File: config.mk
export PLATFORM = sky130hd
export DESIGN_NAME = ring_color_gradient_fill
export DESIGN_NICKNAME = d
export VERILOG_FILES = /design/src/hw/rtl/rcgf_pkg.sv /design/src/hw/rtl/ring_color_gradient_fill.sv
export SDC_FILE = /design/constraint.sdc
export NUM_CORES = 1
export LEC_CHECK = 0
export ABC_AREA = 0
export BUFFER_PORTS_ARGS = -buffer_cell sky130_fd_sc_hd__buf_2
export CAP_MARGIN = 10
export CELL_PAD_IN_SITES_DETAIL_PLACEMENT = 1
export CELL_PAD_IN_SITES_GLOBAL_PLACEMENT = 2
export CORE_MARGIN = 2
export CORE_UTILIZATION = 42
export CTS_BUF_LIST = sky130_fd_sc_hd__clkbuf_8
export CTS_CLUSTER_SIZE = 25
export DETAILED_ROUTE_END_ITERATION = 6
export PLACE_DENSITY = 0.87
export SLEW_MARGIN = 20
export SYNTH_ARGS = -nofsm -noshare
export SYNTH_HDL_FRONTEND = slang
export SYNTH_SLANG_ARGS = --single-unit
File: constraint.sdc
create_clock -name clk_i -period 6.2 [get_ports clk_i]
set_clock_uncertainty 0.15 [all_clocks]
set_input_delay 0.31 -clock clk_i [delete_from_list [all_inputs] [get_ports clk_i]]
set_output_delay 0.31 -clock clk_i [all_outputs]
set_load 0.005 [all_outputs]
File: src/hw/rtl/rcgf_pkg.sv
// Package for the ring colour gradient fill: controller states and fixed field widths.
package rcgf_pkg;

  localparam int unsigned PosW    = 7;
  localparam int unsigned IdxW    = 6;
  localparam int unsigned ColW    = 8;
  localparam int unsigned DivW    = 6;   // span divisor, 1..63
  localparam int unsigned QuoW    = 15;  // |diff| << 7
  localparam int unsigned AccW    = 16;  // 8.8 accumulator, only bits [15:8] are shown
  localparam int unsigned StepW   = 4;
  localparam int unsigned NumChan = 3;

  localparam logic [StepW-1:0] LastStep = StepW'(QuoW - 1);

  typedef enum logic [2:0] {
    StIdle,
    StCheck,
    StDivide,
    StEmit,
    StReject
  } state_e;

  typedef enum logic [1:0] {
    ChRed,
    ChGreen,
    ChBlue
  } chan_e;

endpackage

File: src/hw/rtl/ring_color_gradient_fill.sv
// Ring colour gradient fill: one command in, one result per pixel out.
//
// Input channel (in_valid_i / in_stall_o) takes one command: start and end
// positions and start and end RGB colours. A transaction completes when valid
// is high and stall is low. Only one command is held at a time; the input
// stalls from acceptance until the last result has been loaded into the
// output register.
// Output channel (out_valid_o / out_stall_i) carries one pixel per transaction:
// wrapped index, colour and a last mark. A refused command gives a single
// result with rejected and last set and zero colour/index.
// After the range check state, restoring division computes each channel's slope
// in turn (one quotient bit per cycle, one divider shared by the channels).
// Pixels then follow one per cycle while the output is not stalled; a refused
// command goes from the check state to the reject state, skipping division.
// A stalled result is held; the pixel sequencer waits until it is taken.
// The user writes the strip length register (cfg_valid_i / cfg_ready_o) only while idle; the block does not enforce it.
// Reset clears the controller and output valid and sets the strip length to 64.
module ring_color_gradient_fill #(
  parameter int unsigned MAX_PIXELS = 64
) (
  input  logic       clk_i,
  input  logic       rst_ni,

  input  logic       cfg_valid_i,
  output logic       cfg_ready_o,
  input  logic [6:0] cfg_strip_length_i,

  input  logic       in_valid_i,
  output logic       in_stall_o,
  input  logic [6:0] start_pos_i,
  input  logic [6:0] end_pos_i,
  input  logic [7:0] start_red_i,
  input  logic [7:0] start_green_i,
  input  logic [7:0] start_blue_i,
  input  logic [7:0] end_red_i,
  input  logic [7:0] end_green_i,
  input  logic [7:0] end_blue_i,

  output logic       out_valid_o,
  input  logic       out_stall_i,
  output logic [5:0] pixel_index_o,
  output logic [7:0] red_o,
  output logic [7:0] green_o,
  output logic [7:0] blue_o,
  output logic       last_o,
  output logic       rejected_o
);

  localparam int unsigned PosW  = rcgf_pkg::PosW;
  localparam int unsigned IdxW  = rcgf_pkg::IdxW;
  localparam int unsigned ColW  = rcgf_pkg::ColW;
  localparam int unsigned DivW  = rcgf_pkg::DivW;
  localparam int unsigned QuoW  = rcgf_pkg::QuoW;
  localparam int unsigned AccW  = rcgf_pkg::AccW;
  localparam int unsigned StepW = rcgf_pkg::StepW;

  localparam logic [PosW-1:0] MaxLen = PosW'(MAX_PIXELS);
  localparam logic [PosW-1:0] MinLen = PosW'(2);

  // Magnitude of (end - start) << 7 and its sign.
  function automatic logic [QuoW:0] dividend_of(logic [ColW-1:0] s, logic [ColW-1:0] e);
    logic [ColW-1:0] mag;
    logic            neg;
    neg = (e < s);
    mag = neg ? (s - e) : (e - s);
    return {neg, mag, 7'b0};
  endfunction

  rcgf_pkg::state_e state_q, state_d;

  logic [PosW-1:0] strip_len_q;
  logic [PosW-1:0] len_q;
  logic [PosW-1:0] sp_q, ep_q;
  logic [ColW-1:0] sr_q, sg_q, sb_q, er_q, eg_q, eb_q;

  logic [DivW-1:0]  div_q;
  logic [DivW-1:0]  rem_q, rem_d;
  logic [QuoW-1:0]  dq_q, dq_d;
  logic             neg_q;
  logic [StepW-1:0] step_q;
  rcgf_pkg::chan_e  ch_q;

  logic [AccW-1:0] slope_r_q, slope_g_q, slope_b_q;
  logic [AccW-1:0] acc_r_q, acc_g_q, acc_b_q;
  logic [IdxW-1:0] idx_q;
  logic [PosW-1:0] remain_q;

  logic            out_valid_q;
  logic [IdxW-1:0] out_idx_q;
  logic [ColW-1:0] out_r_q, out_g_q, out_b_q;
  logic            out_last_q, out_rej_q;

  // Range checks on the captured command
  logic [PosW-1:0] len_eff;
  logic [PosW:0]   len2;
  logic [PosW-1:0] span;
  logic            reject;
  logic [PosW-1:0] sp_w, ep_w;
  logic [PosW-1:0] count;

  always_comb begin
    len_eff = strip_len_q;
    if (strip_len_q < MinLen) begin
      len_eff = MinLen;
    end else if (strip_len_q > MaxLen) begin
      len_eff = MaxLen;
    end
    len2   = {len_eff, 1'b0};
    span   = ep_q - sp_q;
    reject = (ep_q < sp_q) || (span >= len_eff) ||
             ({1'b0, sp_q} >= len2) || ({1'b0, ep_q} >= len2);
    sp_w   = (sp_q >= len_eff) ? (sp_q - len_eff) : sp_q;
    ep_w   = (ep_q >= len_eff) ? (ep_q - len_eff) : ep_q;
    count  = (ep_w < sp_w) ? span : (span + PosW'(1));
  end

  // One restoring division step per cycle
  logic [DivW:0]   trial;
  logic            qbit;
  logic [AccW-1:0] slope_new;

  always_comb begin
    trial = {rem_q, dq_q[QuoW-1]};
    qbit  = (trial >= {1'b0, div_q});
    rem_d = qbit ? DivW'(trial - {1'b0, div_q}) : trial[DivW-1:0];
    dq_d  = {dq_q[QuoW-2:0], qbit};
    slope_new = neg_q ? (AccW'(0) - {dq_d, 1'b0}) : {dq_d, 1'b0};
  end

  // Dividend for the channel that follows the current one
  logic [QuoW:0] next_dividend;

  always_comb begin
    case (ch_q)
      rcgf_pkg::ChRed:   next_dividend = dividend_of(sg_q, eg_q);
      rcgf_pkg::ChGreen: next_dividend = dividend_of(sb_q, eb_q);
      default:           next_dividend = dividend_of(sr_q, er_q);
    endcase
  end

  logic slot_free;
  assign slot_free = !out_valid_q || !out_stall_i;

  // Next state
  always_comb begin
    state_d = state_q;
    case (state_q)
      rcgf_pkg::StIdle: begin
        if (in_valid_i) begin
          state_d = rcgf_pkg::StCheck;
        end
      end
      rcgf_pkg::StCheck: begin
        state_d = reject ? rcgf_pkg::StReject : rcgf_pkg::StDivide;
      end
      rcgf_pkg::StDivide: begin
        if (step_q == rcgf_pkg::LastStep && ch_q == rcgf_pkg::ChBlue) begin
          state_d = rcgf_pkg::StEmit;
        end
      end
      rcgf_pkg::StEmit: begin
        if (slot_free && remain_q == PosW'(1)) begin
          state_d = rcgf_pkg::StIdle;
        end
      end
      rcgf_pkg::StReject: begin
        if (slot_free) begin
          state_d = rcgf_pkg::StIdle;
        end
      end
      default: state_d = rcgf_pkg::StIdle;
    endcase
  end

  // Control outputs
  logic accept, start_div, div_step, load_pixel, load_reject;

  always_comb begin
    in_stall_o  = 1'b1;
    start_div   = 1'b0;
    div_step    = 1'b0;
    load_pixel  = 1'b0;
    load_reject = 1'b0;
    case (state_q)
      rcgf_pkg::StIdle:   in_stall_o  = 1'b0;
      rcgf_pkg::StCheck:  start_div   = !reject;
      rcgf_pkg::StDivide: div_step    = 1'b1;
      rcgf_pkg::StEmit:   load_pixel  = slot_free;
      rcgf_pkg::StReject: load_reject = slot_free;
      default:            in_stall_o  = 1'b1;
    endcase
  end

  assign accept      = in_valid_i && !in_stall_o;
  assign cfg_ready_o = 1'b1;

  always_ff @(posedge clk_i or negedge rst_ni) begin
    if (!rst_ni) begin
      state_q     <= rcgf_pkg::StIdle;
      strip_len_q <= PosW'(64);
      out_valid_q <= 1'b0;
    end else begin
      state_q <= state_d;
      if (cfg_valid_i && cfg_ready_o) begin
        strip_len_q <= cfg_strip_length_i;
      end
      if (load_pixel || load_reject) begin
        out_valid_q <= 1'b1;
      end else if (!out_stall_i) begin
        out_valid_q <= 1'b0;
      end
    end
  end

  logic [PosW-1:0] idx_inc;
  assign idx_inc = {1'b0, idx_q} + PosW'(1);

  // Datapath registers
  always_ff @(posedge clk_i) begin
    if (accept) begin
      sp_q <= start_pos_i;
      ep_q <= end_pos_i;
      sr_q <= start_red_i;
      sg_q <= start_green_i;
      sb_q <= start_blue_i;
      er_q <= end_red_i;
      eg_q <= end_green_i;
      eb_q <= end_blue_i;
    end

    if (start_div) begin
      len_q    <= len_eff;
      div_q    <= (span == '0) ? DivW'(1) : span[DivW-1:0];
      idx_q    <= sp_w[IdxW-1:0];
      remain_q <= count;
      acc_r_q  <= {sr_q, 8'b0};
      acc_g_q  <= {sg_q, 8'b0};
      acc_b_q  <= {sb_q, 8'b0};
      {neg_q, dq_q} <= dividend_of(sr_q, er_q);
      rem_q    <= '0;
      step_q   <= '0;
      ch_q     <= rcgf_pkg::ChRed;
    end else if (div_step) begin
      if (step_q == rcgf_pkg::LastStep) begin
        case (ch_q)
          rcgf_pkg::ChRed:   slope_r_q <= slope_new;
          rcgf_pkg::ChGreen: slope_g_q <= slope_new;
          default:           slope_b_q <= slope_new;
        endcase
        {neg_q, dq_q} <= next_dividend;
        rem_q  <= '0;
        step_q <= '0;
        case (ch_q)
          rcgf_pkg::ChRed:   ch_q <= rcgf_pkg::ChGreen;
          rcgf_pkg::ChGreen: ch_q <= rcgf_pkg::ChBlue;
          default:           ch_q <= rcgf_pkg::ChRed;
        endcase
      end else begin
        rem_q  <= rem_d;
        dq_q   <= dq_d;
        step_q <= step_q + StepW'(1);
      end
    end

    if (load_pixel) begin
      out_idx_q  <= idx_q;
      out_r_q    <= acc_r_q[AccW-1:8];
      out_g_q    <= acc_g_q[AccW-1:8];
      out_b_q    <= acc_b_q[AccW-1:8];
      out_last_q <= (remain_q == PosW'(1));
      out_rej_q  <= 1'b0;
      acc_r_q    <= acc_r_q + slope_r_q;
      acc_g_q    <= acc_g_q + slope_g_q;
      acc_b_q    <= acc_b_q + slope_b_q;
      idx_q      <= (idx_inc >= len_q) ? '0 : idx_inc[IdxW-1:0];
      remain_q   <= remain_q - PosW'(1);
    end else if (load_reject) begin
      out_idx_q  <= '0;
      out_r_q    <= '0;
      out_g_q    <= '0;
      out_b_q    <= '0;
      out_last_q <= 1'b1;
      out_rej_q  <= 1'b1;
    end
  end

  assign out_valid_o   = out_valid_q;
  assign pixel_index_o = out_idx_q;
  assign red_o         = out_r_q;
  assign green_o       = out_g_q;
  assign blue_o        = out_b_q;
  assign last_o        = out_last_q;
  assign rejected_o    = out_rej_q;

endmodule

==> results of run 1 <==
cells by family after synthesis:
group / count (synthesis)
multiplexers: 33
buffers and inverters: 180
AO/OA/AOI/OAI: 331
AND/OR/NAND/NOR: 339
other: 1
XOR/XNOR: 99
adder cells (fa/ha/maj): 167
flip-flops: 249
through the flow:
step | setup WS, ns | hold slack [ns] | utilization, %
6_report | 0.9495 | 0.1242 | 50.03
5_1_grt | 0.5607 | 0.1283 | 50.03
2_1_floorplan | 0.6199 | -0.1356 | -
3_5_place_dp | 1.026 | 0.06898 | 45.43
4_1_cts | 1.011 | 0.07498 | 50.03
3_3_place_gp | 1.267 | 0.06363 | 45.43
worst max-delay path: stages (launching register included):
cell and delay [ns]:
dfrtp_1 0.41, nor4_2 0.35, nand2b_1 0.08, and3_1 0.32, ha_1 0.36, nand2b_1 0.15, maj3_1 0.36, o41a_1 0.39
mux2i_4 0.33, mux2_2 0.38, ha_1 0.30, nand3_1 0.09, o221ai_1 0.28, o22ai_1 0.16, a21oi_2 0.37, a21oi_1 0.14
nor3_1 0.24, a21oi_1 0.08
cells in the final DEF, fill, tap and decap left out, types with 5 or more instances in the layout:
| cell type | Yosys | routed |
|---|---|---|
| nor2_1 | 99 | 97 |
| nand2_1 | 94 | 93 |
| mux2i_1 | 20 | 20 |
| a21o_1 | 22 | 22 |
| dfrtp_1 | 10 | 10 |
| clkbuf_8 | 0 | 47 |
| ha_1 | 152 | 152 |
| nor3_1 | 21 | 21 |
| inv_1 | 136 | 151 |
| mux2_2 | 12 | 12 |
| nor2b_1 | 15 | 15 |
| dfxtp_1 | 20 | 20 |
| and3_1 | 42 | 42 |
| a31oi_1 | 11 | 11 |
| dlygate4sd3_1 | 0 | 81 |
| o21a_1 | 13 | 13 |
| a211oi_1 | 11 | 11 |
| o221ai_1 | 9 | 9 |
| nand2b_1 | 17 | 16 |
| buf_4 | 1 | 10 |
| buf_2 | 5 | 107 |
| or2_2 | 9 | 9 |
| o21ai_0 | 86 | 86 |
| fa_1 | 11 | 11 |
| o31ai_1 | 7 | 7 |
| a21oi_1 | 97 | 96 |
| xnor2_1 | 53 | 53 |
| o21bai_1 | 8 | 8 |
| a22oi_1 | 6 | 6 |
| xor2_1 | 46 | 46 |
| o22ai_1 | 10 | 10 |
| nand4_1 | 9 | 9 |
| nand3_1 | 14 | 14 |
| o31a_1 | 5 | 5 |
| edfxtp_1 | 218 | 218 |
| clkinv_1 | 0 | 7 |
| a22o_1 | 12 | 12 |
area by class of cell:
class,count,area [µm²],share of cell area (%)
Clock buffer,47,646.9,3.653
Clock inverter,29,170.2,0.9609
Inverter,136,510.5,2.883
Multi-Input combinational cell,970,7139,40.32
Sequential cell,249,7223,40.79
Tap cell,461,576.8,3.257
Timing Repair Buffer,199,1441,8.140
registers in the layout (all words and copies together) (netlist names), 8 cells and up:
signal,flops
acc_b_q,15
acc_g_q,15
acc_r_q,15
blue_o,8
dq_q,15
eb_q,8
eg_q,8
er_q,8
green_o,8
red_o,8
sb_q,8
sg_q,8
slope_b_q,15
slope_g_q,15
slope_r_q,15
sr_q,8
routing by layer:
metal,vias up,wire length [µm]
met3,71,1519
met5,-,0
li1,5435,-
met2,206,18920
met4,0,996
met1,5581,18360
worst paths after layout:
kind / to / cells after the start
max: remain_q[2] / 17
min: pixel_index_o[4] / 3
max reg2reg: remain_q[2] / 17
min reg2reg: rem_q[5] / 1
max in group asynchronous: out_valid_o / 4
min in group asynchronous: strip_len_q[6] / 3
report_power, final:
| group | internal [W] | switching [W] | total [W] |
|---|---|---|---|
| registers | 0.00229 | 0.000232 | 0.00252 |
| clock network | 0.000743 | 0.000704 | 0.00145 |
| logic | 0.00113 | 0.00175 | 0.00288 |
repair_timing:
item | 4_1_cts | 5_1_grt
hold buffers | 81 | 0
endpoints found under the hold margin | 81 | 0
setup buffers | 0 | 0
==> results.toml, run 1 <==
[layout]
antenna_cells = 0
fin_cells = 2091
fin_nets = 1838
fill_cells = 3964
final_area_um2 = 17710
syn2layout_area_growth_pct = 17.82
drive_gt1_share_pct = 12.88

[route]
ant_nets = 0
drc = 0
drtPass1Iterations = 5
dr_total_vias = 11290
wl_per_cell_um = 19.03
viasPerCell = 5.401
drt_iter0_drc = 570
wl_mm = 39.80

[worst_setup_path]
r2r_slack_ns = 0.95
r2r_start = "strip_len_q[2]"
endpoint_kind = "flip-flop"
timing.critical_path.from = "strip_len_q[2]"
worst-path-max-fanout = 10
path_class = "reg -> reg"
worst_ep_arrival_time_ns = 5.41
worstSetupStartpointType = "flip-flop"
critPathRequiredTime_ns = 6.36

[synth]
synth_compound_area_share_pct = 13.90
synth_top_family_by_area = "adder cells"
yosys-top-cells-count = "edfxtp_1, ha_1, inv_1"
synth_fa_ha_area_share_pct = 14.40
synth.largest_area_cell = "edfxtp_1"
synth_edf_count = 218
synthMuxAreaShare_pct = 2.381
syn-num-nets = 1636
syn-mean-instance-area_um2 = 10.74
synth-seq-cells = 249
synth_area_um2 = 15030
synth-simple-area-share_pct = 10.85
synthCells = 1399
ys.warnings.count = 0
synth_xor_area_share_pct = 5.769
synth-seq-area-share_pct = 48.06
synthArstFlopShare_pct = 4.418
yosysTopAreaCellShare_pct = 43.56
ys.flop_type = "edfxtp_1"
yosysMostFrequentCell = "edfxtp_1"
synth.area.top_cells = "edfxtp_1, ha_1, inv_1"
synth.distinct_cells = 71

[clock_network]
root_buffer = "clkbuf_8"
h-tree-depth = 2
insertion_delay_ns = 0.63
numCtsBuffers = 45
cts_tree = "yes"
post_cts_resized = 0
cts_sinks = 249
path_clk_slew_ns = 0.06
clockBufferDepth = 3

[min_path]
hold_class = "in -> reg"
hold_path_startpoint = "out_stall_i"

[place]
place_area_um2 = 16080
gp_congestion = 0.8535
dp_cells = 1934
io_buffers = 107
dp.final_hpwl_mm = 28.65

[timing]
tightest_slew_ns = 1.089
finalMaxSlewViolations = 0
period_minus_slack_ns = 5.250
rsz0062_at_grt = "no"
max_freq_ghz = 0.1905
setup-violations-final = 0
hold_viol_final = 0
final.period_utilization_pct = 84.69
fin_setup_tns_ns = 0
maxSlewHeadroom_pct = 27.12

[pwr]
p_leak_nw = 7.536
powerDensity_nw_per_um2 = 386.9
peakVddDrop_uv = 185.8
total_power_w = 0.006851

[die]
row_count = 69
die_w_um = 193.2
die_area_um2 = 37310
initial_core_util_pct = 42.46
io_pins = 109
core_area_um2 = 35400
die_height_um = 193.2

[global_routing]
grt_pass1_vias = 12060
busiest_layer = "met2"
grt_overflow = 0
grt_pass1_wl_mm = 63.20
grtUsageMet1_pct = 28.56
antenna_found_initial = 0
track_usage_pct = 21.81
met2_usage_pct = 36.91
grt_max_degree = 63
met3_usage_pct = 3.493

[outcome]
run_status = "completed"

[flow_run]
drv_cap = 0
Note: power is estimated with default switching activity, not from simulation.
==> inputs of run 2 (changes only) <==
Clock period 6.2 ns to 5.2 ns, I/O delays scaled along.
==> run 2 against run 1 <==
Via count decreased by 0.13%. Register-to-register slack got worse by 0.60 ns. Core utilization increased by 0.50 points. Non-clock buffer count increased by 9. Global-route usage increased by 0.14 points. Die area unchanged. First-iteration DRC count decreased by 18%. Worst setup slack got worse by 0.60 ns. Highest routed layer unchanged.
==> results.toml, run 2 (synthesis results as in run 1) <==
[die]
io_pins = 109
initial_core_util_pct = 42.46
die_area_um2 = 37310
die_w_um = 193.2
core_area_um2 = 35400
row_count = 69
die_height_um = 193.2

[global_routing]
grt_pass1_vias = 12050
track_usage_pct = 21.95
grtUsageMet1_pct = 28.53
grt_overflow = 0
antenna_found_initial = 1
busiest_layer = "met2"
met3_usage_pct = 4.217
grt_max_degree = 63
grt_pass1_wl_mm = 63.53
met2_usage_pct = 37.16

[pwr]
pwr-share-comb_pct = 42.0
powerDensity_nw_per_um2 = 470.6
swShare_pct = 39.00
p_leak_nw = 7.639
seq_power_share_pct = 35.7
peakVddDrop_uv = 243.1
p_int_w = 0.005135
power.switching_w = 0.003283
clkPwrFrac_pct = 22.3

[route]
viasPerCell = 5.353
drtPass1Iterations = 5
wl_mm = 39.85
ant_nets = 0
wl_per_cell_um = 18.91
drc = 0
drt_iter0_drc = 466
dr_total_vias = 11280

[worst_setup_path]
endpoint_kind = "flip-flop"
cp_slowest_cell = "dfrtp_1"
path_class = "reg -> reg"
worst_ep_arrival_time_ns = 5.04
critPathRequiredTime_ns = 5.39
crit_family = "compound AO/OA/AOI/OAI gates"
timing.critical_path.buf_inv = 0
worst-path-max-fanout = 9
worstSetupStartpointType = "flip-flop"
cp_cell_sequence = "nor4_2, nand2b_1, and3_1, ha_1, nand2b_1, maj3_1, o41a_1, mux2i_4, mux2_2, ha_1, nand3_1, o221ai_1, o22ai_1, a21oi_4, nand4_1, xor2_1, a21oi_1"
critPathMaxStageDelay_ns = 0.41

[clock_network]
clockBufferDepth = 3
path_clk_slew_ns = 0.06
cts_tree = "yes"
h-tree-depth = 2
insertion_delay_ns = 0.61
numCtsBuffers = 45
cts_sinks = 249
root_buffer = "clkbuf_8"

[timing]
rsz0062_at_grt = "no"
final.period_utilization_pct = 93.29
tightest_slew_ns = 1.039
period_minus_slack_ns = 4.851
fin_setup_tns_ns = 0
finalMaxSlewViolations = 0
max_freq_ghz = 0.2061
whs_ns = 0.2098
maxSlewHeadroom_pct = 30.77
hold_viol_final = 0
setup-violations-final = 0

[flow_run]
drv_cap = 0

[layout]
syn2layout_area_growth_pct = 19.01
utilization_pct = 50.53
antenna_cells = 0
most-common-layout-cells = "edfxtp_1, inv_1, ha_1"
final_common_cell = "edfxtp_1"
drive_gt1_share_pct = 13.55
fin_nets = 1847

[place]
dp.final_hpwl_mm = 28.62
gp_congestion = 0.8369
io_buffers = 107

[min_path]
hold_class = "in -> reg"

[outcome]
run_status = "completed"
[run 2: through the flow]
stage	area [µm²]	std cells	total power, W	setup WS [ns]
after global routing	17890	2107	0.009003	0.02425
after CTS	17820	2102	0.008420	0.2416
after global placement	16110	1937	0.006294	0.3931
after floorplan	15030	1399	0.005389	0.2673
after detailed placement	16110	1937	0.006442	0.2714
final	17890	2107	0.008418	0.3488
[run 2: final cells by class]
cell class | count | area (µm²)
clock buffers | 48 | 660.6
repair buffers | 208 | 1534
well taps | 461 | 576.8
fillers | 3881 | 17510
inverters | 136 | 510.5
flip-flops and latches | 249 | 7223
clock inverters | 35 | 231.5
multi-input cells | 970 | 7149
[run 2: final timing paths]
check	to	slack [ns]	startpoint	cells past startpoint
setup / recovery	remain_q[5]	0.35	strip_len_q[2]	17
hold / removal	er_q[3]	0.21	end_red_i[3]	2
setup reg to reg	remain_q[5]	0.35	strip_len_q[2]	17
hold reg to reg	rem_q[5]	0.31	rem_q[5]	1
max in group asynchronous	strip_len_q[5]	3.30	rst_ni	4
min in group asynchronous	strip_len_q[6]	0.55	rst_ni	3
[run 2: metal layers]
| layer | routed length, µm | share of wire [%] |
|---|---|---|
| met1 | 18190 | 46 |
| met2 | 19140 | 48 |
| met3 | 1624 | 4.1 |
| met4 | 896 | 2.2 |
| met5 | 0 | 0 |
[run 2: power by group through the flow]
stage | logic (W) | registers [W] | clock network (W)
global placement | 0.00326 | 0.00303 | 0
finish | 0.00353 | 0.00301 | 0.00188
CTS | 0.00348 | 0.00301 | 0.00193
global route | 0.00394 | 0.00305 | 0.00201
detailed placement | 0.00339 | 0.00305 | 0
floorplan | 0.00246 | 0.00293 | 0
[run 2: repair_timing]
item                       CTS  global route
resized for setup            0             1
buffers inserted             0             3
setup endpoints to repair    0             5
hold buffers                82             1
hold endpoints to repair    81             8
==> inputs of run 3 (changes only) <==
Settings changed: CTS_BUF_LIST sky130_fd_sc_hd__clkbuf_8 to sky130_fd_sc_hd__clkbuf_4 sky130_fd_sc_hd__clkbuf_8.
==> run 3 against run 2 <==
Die area did not move. Highest routed layer unchanged. Cell area rose by 0.36%. Combinational power barely moved. Non-clock buffer count did not move.
==> results.toml, run 3 (synthesis results as in run 1) <==
[outcome]
run_status = "completed"

[global_routing]
grt_max_degree = 63
antenna_found_initial = 1
grt_pass1_vias = 12130
grt_pass1_wl_mm = 64.18
grt_overflow = 0
track_usage_pct = 22.16

[route]
drtPass1Iterations = 5
ant_nets = 0
drt_iter0_drc = 457
drc = 0
dr_total_vias = 11320
wl_per_cell_um = 19.11
wl_mm = 40.26
viasPerCell = 5.371

[worst_setup_path]
worst_ep_arrival_time_ns = 5.06
critPathRequiredTime_ns = 5.39
reg2regPathDepth = 17
worst-path-max-fanout = 9
worstSetupStartpointType = "flip-flop"
r2r_slack_ns = 0.34
path_class = "reg -> reg"
timing.rr.end = "remain_q[5]"
r2r_start = "strip_len_q[2]"
endpoint_kind = "flip-flop"

[timing]
maxSlewHeadroom_pct = 31.35
tightest_slew_ns = 1.030
setup-violations-final = 0
hold_viol_final = 0
rsz0062_at_grt = "no"
max_freq_ghz = 0.2056
final.period_utilization_pct = 93.54
fin_setup_tns_ns = 0
period_minus_slack_ns = 4.864
finalMaxSlewViolations = 0

[min_path]
min_to = "eb_q[3]"
min_path_cells = 2
hold_path_startpoint = "end_blue_i[3]"
hold_class = "in -> reg"

[die]
core_area_um2 = 35400
die_area_um2 = 37310
row_count = 69
die_w_um = 193.2
io_pins = 109
initial_core_util_pct = 42.46
die_height_um = 193.2

[place]
io_buffers = 107
dp.final_hpwl_mm = 28.62
dp_cells = 1937
place_area_um2 = 16110
gp_congestion = 0.8369

[layout]
most-common-layout-cells = "edfxtp_1, ha_1, inv_1"
fin_nets = 1847
fill_cells = 3862
final_area_um2 = 17950
syn2layout_area_growth_pct = 19.43
final_common_cell = "edfxtp_1"
antenna_cells = 0
drive_gt1_share_pct = 14.58
fin_cells = 2107
utilization_pct = 50.71

[pwr]
peakVddDrop_uv = 250.4
pwr-share-comb_pct = 41.4
seq_power_share_pct = 35.2
total_power_w = 0.008548
p_leak_nw = 7.627
p_int_w = 0.005258
swShare_pct = 38.49
power.switching_w = 0.003290
powerDensity_nw_per_um2 = 476.2
clkPwrFrac_pct = 23.4

[clock_network]
numCtsBuffers = 45
insertion_delay_ns = 0.61
h-tree-depth = 2
root_buffer = "clkbuf_8"
path_clk_slew_ns = 0.06
cts_sinks = 249
clockBufferDepth = 3
cts_tree = "yes"

[flow_run]
drv_cap = 0
==> run 3: cell count changes in the layout (fill, tap and decap cells not counted), sizes merged <==
cell,change
inv,-17
clkbuf,+17
==> run 3: power by group through the flow <==
stage / combinational [W] / sequential, W / clock, W
after floorplan: 0.00246 / 0.00293 / 0
after global placement: 0.00326 / 0.00303 / 0
after detailed placement: 0.00339 / 0.00305 / 0
after CTS: 0.00348 / 0.00301 / 0.00205
after global routing: 0.00395 / 0.00305 / 0.00213
final: 0.00354 / 0.00301 / 0.00200
==> run 3: worst max-delay path, cell delays in order, from the launching register on <==
cell and delay, ns:
dfrtp_1 0.42, nor4_2 0.37, nand2b_1 0.10, and3_1 0.21, ha_1 0.29, nand2b_1 0.15
maj3_1 0.35, o41a_1 0.40, mux2i_4 0.27, mux2_2 0.39, ha_1 0.31, nand3_1 0.09
o221ai_1 0.23, o22ai_1 0.16, a21oi_4 0.27, nand4_1 0.16, xor2_1 0.20, a21oi_1 0.09
==> run 3: area by class of cell <==
cell class	count	area, µm²	share of cell area, %
inverter	136	510.5	2.844
multi-input combinational	970	7149	39.83
clock inverter	18	167.7	0.9341
clock buffer	65	788.3	4.391
tap	461	576.8	3.213
sequential	249	7223	40.24
timing repair buffer	208	1534	8.546
==> run 3: routing by layer <==
metal,GRT usage (%),share of wire [%]
met3,4.217,4.3
met5,0,0
met2,37.28,48
met1,29.01,46
met4,6.672,2.4
==> run 3: through the flow <==
step                      worst slack, ns  hold slack (ns)
after floorplan                    0.2673          -0.1856
after global placement             0.3931          0.01854
after detailed placement           0.2714          0.02617
after CTS                          0.2418          0.01133
after global routing              0.03705           0.1683
final                              0.3360           0.2017
==> run 3: timing repair <==
action | 4_1_cts | 5_1_grt
gates resized for setup | 0 | 1
endpoints found under the hold margin | 81 | 8
hold buffers | 82 | 1
buffers inserted | 0 | 3
endpoints found under the setup margin | 0 | 5
==> run 3: how the worst max path moves through the flow <==
| stage | startpoint | to | slack (ns) | cells past startpoint |
|---|---|---|---|---|
| CTS | strip_len_q[2] | remain_q[5] | 0.24 | 17 |
| global placement | strip_len_q[2] | remain_q[5] | 0.39 | 17 |
| floorplan | sp_q[1] | acc_b_q[10] | 0.27 | 14 |
| detailed placement | strip_len_q[2] | remain_q[5] | 0.27 | 17 |
| global route | strip_len_q[2] | remain_q[2] | 0.04 | 19 |
| finish | strip_len_q[2] | remain_q[5] | 0.34 | 17 |
